$ cat src/sv/i2cmbe_pkg.sv
// types and constants shared by the i2c master byte engine
`default_nettype none

package i2cmbe_pkg;

   localparam int unsigned CFG_WIDTH = 10;
   localparam logic [CFG_WIDTH-1:0] BIT_DELAY_RESET = 10'd10;

   // command codes on the req_type field
   localparam logic [1:0] CMD_START = 2'd0;
   localparam logic [1:0] CMD_WRITE = 2'd1;
   localparam logic [1:0] CMD_READ  = 2'd2;
   localparam logic [1:0] CMD_STOP  = 2'd3;

   localparam logic [3:0] BITS_PER_BYTE = 4'd8;

   typedef struct packed {
      logic       cmd_valid;
      logic [1:0] req_type;
      logic [7:0] cmd_byte;
      logic       read_flag;
      logic       last_byte;
      logic       sda_in;
   } req_item_type;

   typedef struct packed {
      logic       scl_low;
      logic       sda_low;
      logic       busy_res;
      logic       done_res;
      logic       ack_ok;
      logic [7:0] read_data;
   } rsp_item_type;

   typedef enum logic [18:0] {
      PH_IDLE      = 19'h00001,
      PH_ST_SCL    = 19'h00002,
      PH_TX_DATA   = 19'h00004,
      PH_TX_CLKHI  = 19'h00008,
      PH_TX_CLKLO  = 19'h00010,
      PH_RA_REL    = 19'h00020,
      PH_RA_CLKHI  = 19'h00040,
      PH_RA_SAMPLE = 19'h00080,
      PH_RA_END    = 19'h00100,
      PH_RX_REL    = 19'h00200,
      PH_RX_CLKHI  = 19'h00400,
      PH_RX_SAMPLE = 19'h00800,
      PH_TA_DATA   = 19'h01000,
      PH_TA_CLKHI  = 19'h02000,
      PH_TA_CLKLO  = 19'h04000,
      PH_TA_END    = 19'h08000,
      PH_SP_SCL    = 19'h10000,
      PH_SP_SDA    = 19'h20000,
      PH_SP_END    = 19'h40000
   } phase_type;

endpackage

`default_nettype wire

$ cat src/sv/i2cmbe_req_if.sv
// request channel: valid/ready handshake with one tick of command and line input
`default_nettype none

interface i2cmbe_req_if;
   logic                     valid;
   logic                     ready;
   i2cmbe_pkg::req_item_type data;

   modport source (output valid, output data, input ready);
   modport sink (input valid, input data, output ready);
endinterface

`default_nettype wire

$ cat src/sv/i2cmbe_rsp_if.sv
// response channel: valid/ready handshake with one tick of line drive and status
`default_nettype none

interface i2cmbe_rsp_if;
   logic                     valid;
   logic                     ready;
   i2cmbe_pkg::rsp_item_type data;

   modport source (output valid, output data, input ready);
   modport sink (input valid, input data, output ready);
endinterface

`default_nettype wire

$ cat src/sv/i2c_master_byte_engine_unit.sv
// i2c master byte engine top level: request register, sequencer, response register
// a request is held in the request register and its response in the response register
// throughput: one request per cycle while responses are taken; each request is one bus tick of the sequencer
// a stalled response holds the sequencer; one more request fits in the request
// register, after that req_ch.ready stays low until the response is taken
// reset: synchronous; sequencer goes idle with both lines released, bit_delay is 10
`default_nettype none

module i2c_master_byte_engine_unit #(
   parameter int unsigned DELAY_WIDTH = 10
) (
   input  wire logic                             clock,
   input  wire logic                             reset,
   i2cmbe_req_if.sink                            req_ch,
   i2cmbe_rsp_if.source                          rsp_ch,
   input  wire logic                             csr_we,
   input  wire logic [i2cmbe_pkg::CFG_WIDTH-1:0] csr_wdata
);

   logic                                 in_valid_ff, in_valid_in;
   i2cmbe_pkg::req_item_type             in_item_ff, in_item_in;
   logic                                 out_valid_ff, out_valid_in;
   i2cmbe_pkg::rsp_item_type             out_item_ff, out_item_in;
   logic [i2cmbe_pkg::CFG_WIDTH-1:0]     bit_delay_ff, bit_delay_in;

   i2cmbe_pkg::rsp_item_type step_result;
   logic                     step;
   logic                     req_take;

   // the held request advances when the response register is free or draining
   assign step     = in_valid_ff && (!out_valid_ff || rsp_ch.ready);
   assign req_take = req_ch.valid && req_ch.ready;

   assign req_ch.ready = !in_valid_ff || step;

   always_comb begin
      in_valid_in  = req_take || (in_valid_ff && !step);
      in_item_in   = req_take ? req_ch.data : in_item_ff;
      out_valid_in = step || (out_valid_ff && !rsp_ch.ready);
      out_item_in  = step ? step_result : out_item_ff;
      bit_delay_in = csr_we ? csr_wdata : bit_delay_ff;
   end

   i2cmbe_seq #(
      .DELAY_WIDTH (DELAY_WIDTH)
   ) u_seq (
      .clock     (clock),
      .reset     (reset),
      .step      (step),
      .item      (in_item_ff),
      .bit_delay (bit_delay_ff),
      .result    (step_result)
   );

   always_ff @(posedge clock) begin
      if (reset) begin
         in_valid_ff  <= 1'b0;
         out_valid_ff <= 1'b0;
         bit_delay_ff <= i2cmbe_pkg::BIT_DELAY_RESET;
      end else begin
         in_valid_ff  <= in_valid_in;
         out_valid_ff <= out_valid_in;
         bit_delay_ff <= bit_delay_in;
      end
   end

   always_ff @(posedge clock) begin
      in_item_ff  <= in_item_in;
      out_item_ff <= out_item_in;
   end

   assign rsp_ch.valid = out_valid_ff;
   assign rsp_ch.data  = out_item_ff;

endmodule

`default_nettype wire

$ cat src/sv/i2cmbe_seq.sv
// bus sequencer: state registers and the single-tick step logic
`default_nettype none

module i2cmbe_seq #(
   parameter int unsigned DELAY_WIDTH = 10
) (
   input  wire logic                                 clock,
   input  wire logic                                 reset,
   input  wire logic                                 step,
   input  wire i2cmbe_pkg::req_item_type             item,
   input  wire logic [i2cmbe_pkg::CFG_WIDTH-1:0]     bit_delay,
   output i2cmbe_pkg::rsp_item_type                  result
);

   i2cmbe_pkg::phase_type   phase_ff, phase_in;
   logic [3:0]              bit_count_ff, bit_count_in;
   logic [7:0]              shift_ff, shift_in;
   logic [DELAY_WIDTH-1:0]  wait_ff, wait_in;
   logic                    nack_ff, nack_in;
   logic                    scl_drv_ff, scl_drv_in;
   logic                    sda_drv_ff, sda_drv_in;

   // bit_delay limited or zero-extended to the counter width
   logic [DELAY_WIDTH+i2cmbe_pkg::CFG_WIDTH-1:0] delay_ext;
   logic [DELAY_WIDTH-1:0]                        delay;
   assign delay_ext = {{DELAY_WIDTH{1'b0}}, bit_delay};
   assign delay     = delay_ext[DELAY_WIDTH-1:0];

   logic       done;
   logic       ack;
   logic [7:0] rdata;
   logic [3:0] bit_count_inc;

   assign bit_count_inc = bit_count_ff + 4'd1;

   always_comb begin
      phase_in     = phase_ff;
      bit_count_in = bit_count_ff;
      shift_in     = shift_ff;
      wait_in      = wait_ff;
      nack_in      = nack_ff;
      scl_drv_in   = scl_drv_ff;
      sda_drv_in   = sda_drv_ff;
      done         = 1'b0;
      ack          = 1'b0;
      rdata        = 8'd0;

      if (phase_ff == i2cmbe_pkg::PH_IDLE) begin
         if (item.cmd_valid) begin
            bit_count_in = 4'd0;
            case (item.req_type)
               i2cmbe_pkg::CMD_START: begin
                  shift_in   = {item.cmd_byte[6:0], item.read_flag};
                  sda_drv_in = 1'b1;
                  phase_in   = i2cmbe_pkg::PH_ST_SCL;
                  wait_in    = delay;
               end
               i2cmbe_pkg::CMD_WRITE: begin
                  shift_in = item.cmd_byte;
                  phase_in = i2cmbe_pkg::PH_TX_DATA;
                  wait_in  = '0;
               end
               i2cmbe_pkg::CMD_READ: begin
                  shift_in = 8'd0;
                  nack_in  = item.last_byte;
                  phase_in = i2cmbe_pkg::PH_RX_REL;
                  wait_in  = '0;
               end
               default: begin
                  sda_drv_in = 1'b1;
                  phase_in   = i2cmbe_pkg::PH_SP_SCL;
                  wait_in    = delay;
               end
            endcase
         end
      end else if (wait_ff > DELAY_WIDTH'(1)) begin
         wait_in = wait_ff - DELAY_WIDTH'(1);
      end else begin
         wait_in = '0;
         case (phase_ff)
            i2cmbe_pkg::PH_ST_SCL: begin
               scl_drv_in = 1'b1;
               phase_in   = i2cmbe_pkg::PH_TX_DATA;
            end
            i2cmbe_pkg::PH_TX_DATA: begin
               sda_drv_in = ~shift_ff[7];
               phase_in   = i2cmbe_pkg::PH_TX_CLKHI;
            end
            i2cmbe_pkg::PH_TX_CLKHI: begin
               scl_drv_in = 1'b0;
               phase_in   = i2cmbe_pkg::PH_TX_CLKLO;
               wait_in    = delay;
            end
            i2cmbe_pkg::PH_TX_CLKLO: begin
               scl_drv_in   = 1'b1;
               shift_in     = {shift_ff[6:0], 1'b0};
               bit_count_in = bit_count_inc;
               phase_in     = (bit_count_inc >= i2cmbe_pkg::BITS_PER_BYTE) ?
                              i2cmbe_pkg::PH_RA_REL : i2cmbe_pkg::PH_TX_DATA;
            end
            i2cmbe_pkg::PH_RA_REL: begin
               sda_drv_in = 1'b0;
               phase_in   = i2cmbe_pkg::PH_RA_CLKHI;
            end
            i2cmbe_pkg::PH_RA_CLKHI: begin
               scl_drv_in = 1'b0;
               phase_in   = i2cmbe_pkg::PH_RA_SAMPLE;
               wait_in    = delay;
            end
            i2cmbe_pkg::PH_RA_SAMPLE: begin
               nack_in    = item.sda_in;
               scl_drv_in = 1'b1;
               phase_in   = i2cmbe_pkg::PH_RA_END;
               wait_in    = delay;
            end
            i2cmbe_pkg::PH_RA_END: begin
               sda_drv_in = 1'b1;
               done       = 1'b1;
               ack        = ~nack_ff;
               phase_in   = i2cmbe_pkg::PH_IDLE;
            end
            i2cmbe_pkg::PH_RX_REL: begin
               sda_drv_in = 1'b0;
               phase_in   = i2cmbe_pkg::PH_RX_CLKHI;
               wait_in    = delay;
            end
            i2cmbe_pkg::PH_RX_CLKHI: begin
               scl_drv_in = 1'b0;
               phase_in   = i2cmbe_pkg::PH_RX_SAMPLE;
               wait_in    = delay;
            end
            i2cmbe_pkg::PH_RX_SAMPLE: begin
               shift_in     = {shift_ff[6:0], item.sda_in};
               scl_drv_in   = 1'b1;
               bit_count_in = bit_count_inc;
               if (bit_count_inc >= i2cmbe_pkg::BITS_PER_BYTE) begin
                  phase_in = i2cmbe_pkg::PH_TA_DATA;
               end else begin
                  phase_in = i2cmbe_pkg::PH_RX_CLKHI;
                  wait_in  = delay;
               end
            end
            i2cmbe_pkg::PH_TA_DATA: begin
               // nack leaves sda released, ack pulls it low
               sda_drv_in = ~nack_ff;
               phase_in   = i2cmbe_pkg::PH_TA_CLKHI;
            end
            i2cmbe_pkg::PH_TA_CLKHI: begin
               scl_drv_in = 1'b0;
               phase_in   = i2cmbe_pkg::PH_TA_CLKLO;
               wait_in    = delay;
            end
            i2cmbe_pkg::PH_TA_CLKLO: begin
               scl_drv_in = 1'b1;
               phase_in   = i2cmbe_pkg::PH_TA_END;
               wait_in    = delay;
            end
            i2cmbe_pkg::PH_TA_END: begin
               sda_drv_in = 1'b1;
               done       = 1'b1;
               rdata      = shift_ff;
               phase_in   = i2cmbe_pkg::PH_IDLE;
            end
            i2cmbe_pkg::PH_SP_SCL: begin
               scl_drv_in = 1'b0;
               phase_in   = i2cmbe_pkg::PH_SP_SDA;
               wait_in    = delay;
            end
            i2cmbe_pkg::PH_SP_SDA: begin
               sda_drv_in = 1'b0;
               phase_in   = i2cmbe_pkg::PH_SP_END;
               wait_in    = delay;
            end
            i2cmbe_pkg::PH_SP_END: begin
               done     = 1'b1;
               phase_in = i2cmbe_pkg::PH_IDLE;
            end
            default: begin
               phase_in = i2cmbe_pkg::PH_IDLE;
            end
         endcase
      end
   end

   always_ff @(posedge clock) begin
      if (reset) begin
         phase_ff     <= i2cmbe_pkg::PH_IDLE;
         bit_count_ff <= 4'd0;
         shift_ff     <= 8'd0;
         wait_ff      <= '0;
         nack_ff      <= 1'b0;
         scl_drv_ff   <= 1'b0;
         sda_drv_ff   <= 1'b0;
      end else if (step) begin
         phase_ff     <= phase_in;
         bit_count_ff <= bit_count_in;
         shift_ff     <= shift_in;
         wait_ff      <= wait_in;
         nack_ff      <= nack_in;
         scl_drv_ff   <= scl_drv_in;
         sda_drv_ff   <= sda_drv_in;
      end
   end

   always_comb begin
      result.scl_low   = scl_drv_in;
      result.sda_low   = sda_drv_in;
      result.busy_res  = (phase_in != i2cmbe_pkg::PH_IDLE);
      result.done_res  = done;
      result.ack_ok    = ack;
      result.read_data = rdata;
   end

endmodule

`default_nettype wire

$ cat src/flat_wrapper.sv
// flat-port wrapper written by rule: the top's interface ports become plain ports
module i2c_master_byte_engine_unit_flat 
#(
   parameter int unsigned DELAY_WIDTH = 10
)
  (clock, reset, csr_we, csr_wdata, req_ch_valid, req_ch_data, req_ch_ready, rsp_ch_valid, rsp_ch_data, rsp_ch_ready);
  i2cmbe_req_if req_ch_i ();
  i2cmbe_rsp_if rsp_ch_i ();
  input  wire logic clock;
  input  wire logic reset;
  input  wire logic csr_we;
  input  wire logic [i2cmbe_pkg::CFG_WIDTH-1:0] csr_wdata;
  input wire logic [$bits(req_ch_i.valid)-1:0] req_ch_valid;
  input wire logic [$bits(req_ch_i.data)-1:0] req_ch_data;
  output wire logic [$bits(req_ch_i.ready)-1:0] req_ch_ready;
  output wire logic [$bits(rsp_ch_i.valid)-1:0] rsp_ch_valid;
  output wire logic [$bits(rsp_ch_i.data)-1:0] rsp_ch_data;
  input wire logic [$bits(rsp_ch_i.ready)-1:0] rsp_ch_ready;
  assign req_ch_i.valid = req_ch_valid;
  assign req_ch_i.data = req_ch_data;
  assign req_ch_ready = req_ch_i.ready;
  assign rsp_ch_valid = rsp_ch_i.valid;
  assign rsp_ch_data = rsp_ch_i.data;
  assign rsp_ch_i.ready = rsp_ch_ready;
  i2c_master_byte_engine_unit #(.DELAY_WIDTH(DELAY_WIDTH)) u_core (.clock(clock), .reset(reset), .req_ch(req_ch_i), .rsp_ch(rsp_ch_i), .csr_we(csr_we), .csr_wdata(csr_wdata));
endmodule
$ cat config.mk
export PLATFORM = sky130hd
export DESIGN_NAME = i2c_master_byte_engine_unit_flat
export DESIGN_NICKNAME = d
export VERILOG_FILES = /design/src/sv/i2cmbe_pkg.sv /design/src/sv/i2cmbe_req_if.sv /design/src/sv/i2cmbe_rsp_if.sv /design/src/sv/i2c_master_byte_engine_unit.sv /design/src/sv/i2cmbe_seq.sv /design/src/flat_wrapper.sv
export SDC_FILE = /design/constraint.sdc
export NUM_CORES = 1
export LEC_CHECK = 0
export BUFFER_PORTS_ARGS = -buffer_cell sky130_fd_sc_hd__buf_2
export CORE_ASPECT_RATIO = 1.1
export CORE_MARGIN = 4
export CORE_UTILIZATION = 27
export CTS_CLUSTER_DIAMETER = 30
export DETAILED_ROUTE_END_ITERATION = 7
export GPL_TIMING_DRIVEN = 1
export PLACE_DENSITY = 0.54
export SETUP_SLACK_MARGIN = 0.02
export SLEW_MARGIN = 20
export SYNTH_ARGS = -nofsm -noshare
export SYNTH_HDL_FRONTEND = slang
export SYNTH_SLANG_ARGS = --single-unit
$ cat constraint.sdc
create_clock -name clock -period 3.1 [get_ports clock]
set_input_delay 0.31 -clock clock [delete_from_list [all_inputs] [get_ports clock]]
set_output_delay 0.31 -clock clock [all_outputs]
set_load 0.05 [all_outputs]
==> results.tsv <==
metric	value	unit
Synth Area in Simple Gates	0.258	
post-synthesis adder-cell area fraction	0.0204	
status	completed	
root buf cell	clkbuf_16	
P&R area growth vs syn	17.6	%
reg-to-reg startpoint	u_core.u_seq.phase_ff[12]	
per-cell routed wire length	16.4	um
Critical Path Source	u_core.u_seq.phase_ff[12]	
element type at the critical path start	register	
P_int	0.00185	W
RSZ-0062 raised after global routing	no	
fillcell total	1611	
die area	18000	um2
Post-Syn Area	4300	um2
Hold-fix buffers, CTS	0	
Avg Cell Area, Syn	9.68	um2
DRC errors left	0	
mux share of post-synthesis cell area	0.0233	
Routed Antenna Nets	0	
first-pass GRT wire length	18.4	mm
Multi-input gate area	2230	um2
Die X	128	um
final hold violation count	0	
final worst-path cycle share	0.859	
vias in the first global route	3592	
initial antenna violation count	0	
Max Slew Vio Count	0	
combinational share of power	0.156	
Num CTS Buffers	9	
dominant cell type by area after synthesis	dfxtp_1	
Hold WC Path Type	primary input to register	
Routed WL	11.4	mm
clock skew	8.40	ps
CTS Buffer Depth	2	
Critical Path AT	2840	ps
Final GP Congestion	0.918	
top-area cell type share of the netlist area	0.261	
Seq/Total Area, Yosys	0.449	
Post-CTS Setup Bufs	0	
clk sink count	83	
Pwr Density	514	nW/um2
fin nets	529	
Leakage	1.88	nW
Worst VDD drop	0.254	mV
synthesis-stage register bit count	83	
largest net degree at the start of global routing	28	
Synth cell types	76	
Max FO, Critical Path	9	
compound-cell area share of the yosys netlist	0.202	
max cap viols	0	
synth top area cells	dfxtp_1 (26%), edfxtp_1 (19%), nor2_1 (4.8%)	
DRT iter0 DRCs	193	
die height	140	um
CP required	3280	ps
Flop pwr share	0.462	
Post-synth EDFFs	27	
TritonCTS clock tree	yes	
count of final setup violators	0	
most frequent cells after synthesis	dfxtp_1 (56), nor2_1 (55), edfxtp_1 (27), nand2_1 (26), a21oi_1 (23)	
critical path class	register to register	
port buffer count	43	
Clk pin slew, worst setup/hold paths	70	ps
largest family of logic cells by synthesized area	simple AND/OR/NAND/NOR gates	
Initial Utilization	0.274	
fraction of layout instances using a drive strength above 1	0.211	
Psw	0.000745	W
drt first pass iters	4	
DPL Wire Length	8.47	mm
most common cell in the netlist	dfxtp_1	
Slew @ Worst Pin	753	ps
async set or reset register ratio after synthesis	0	
Core Region	15700	um2
Sw Ratio	0.287	
HP Start	req_ch_data[0]	
Syn Inst Count	444	
Slew HR	0.498	
TNS Setup	0	ps
row count	48	
grt ovf	0	
CP Capture Type	register	
# diodes	0	
post-layout min period	2660	ps
Top FF cell, synth	dfxtp_1	
GRT Util Overall	0.128	
maximum clock rate	376	MHz
xor and xnor area share after synthesis	0.0163	
PnR Total Power	0.00260	W
routed via count	3666	
io pins	44	
YS warnings	0	
Skew-Pair Late Insertion Delay	350	ps
Syn Nets	480	
via-per-instance ratio	5.25	
H-tree depth	3	
Register Area	1930	um2
Gates resized, CTS repair	0	
clock share of power	0.381	
[metrics by stage]
step	util	cells	instance area, um2	hold WS (ps)	setup slack [ps]
2_1_floorplan	-	444	4300	409	682
3_3_place_gp	0.305	682	4780	458	472
3_5_place_dp	0.305	682	4780	478	472
4_1_cts	0.322	698	5050	126	453
5_1_grt	0.322	698	5050	123	249
6_report	0.322	698	5050	134	437
[critical path, cell delays in order (launching register included)]
cell	delay [ps]
dfxtp_1	400
nor3_2	490
nand4_4	280
or4_4	630
nand2_1	130
nor3_1	110
and4_1	260
o31ai_1	190
[metal layers]
metal | vias up | share of wire | track usage
met3 | 24 | 0.045 | 0.0229
met5 | - | 0 | 0
met2 | 98 | 0.46 | 0.199
li1 | 1772 | - | -
met4 | 0 | 0.029 | 0.0648
met1 | 1772 | 0.46 | 0.169
[final timing paths]
path / slack (ps) / depth (start not counted) / end
max: 440 / 7 / u_core.rsp_ch.data[10]
min: 130 / 1 / u_core.in_item_ff[0]
max reg2reg: 440 / 7 / u_core.rsp_ch.data[10]
min reg2reg: 480 / 2 / u_core.u_seq.bit_count_ff[1]
[logic make-up (layout without fill, tap and decap cells)]
group           after synthesis  count (layout)
compound gates              114             114
mux                          10              10
simple gates                193             193
xor+xnor                      8               8
fa+ha+maj                     7               7
buf+inv                      29              83
flops                        83              83
[cell type report]
type,count,area share
Sequential cell,83,0.382
Clock buffer,10,0.0453
Clock inverter,6,0.00817
Tap cell,200,0.0495
Timing Repair Buffer,59,0.0664
Multi-Input combinational cell,332,0.442
Inverter,8,0.00594
[sequential cells by signal, indices dropped and copies added (netlist names), 4 cells and up]
name                       cells
u_core.u_seq.wait_ff          10
u_core.rsp_ch.data            13
u_core.u_seq.bit_count_ff      4
u_core.u_seq.phase_ff         19
u_core.in_item_ff             14
u_core.u_seq.shift_ff          8
u_core.bit_delay_ff           10
[power groups by stage]
stage                     Combinational, W  Clock (W)  Sequential (W)
after floorplan                   0.000257          0         0.00125
after global placement            0.000404          0         0.00122
after detailed placement          0.000405          0         0.00122
after CTS                         0.000406    0.00102         0.00120
after global routing              0.000444    0.00108         0.00121
final                             0.000405   0.000990         0.00120
[cells in the final DEF, fill, tap and decap left out, drive strengths merged, types with 5 or more instances in the layout]
| cell | n |
|---|---|
| clkbuf | 10 |
| and3 | 14 |
| nand3 | 10 |
| nor3 | 23 |
| inv | 7 |
| nand2b | 11 |
| dfxtp | 56 |
| edfxtp | 27 |
| a22o | 6 |
| buf | 59 |
| or3 | 5 |
| a221o | 7 |
| mux2i | 10 |
| a21oi | 25 |
| ha | 7 |
| o21ai | 22 |
| o31ai | 5 |
| a22oi | 8 |
| nor2b | 6 |
| nor2 | 58 |
| xor2 | 5 |
| nand2 | 26 |
| nand4 | 9 |
| nor4 | 9 |
| o211ai | 8 |
| a31oi | 6 |
No activity file was read; power rests on OpenSTA's default activity.
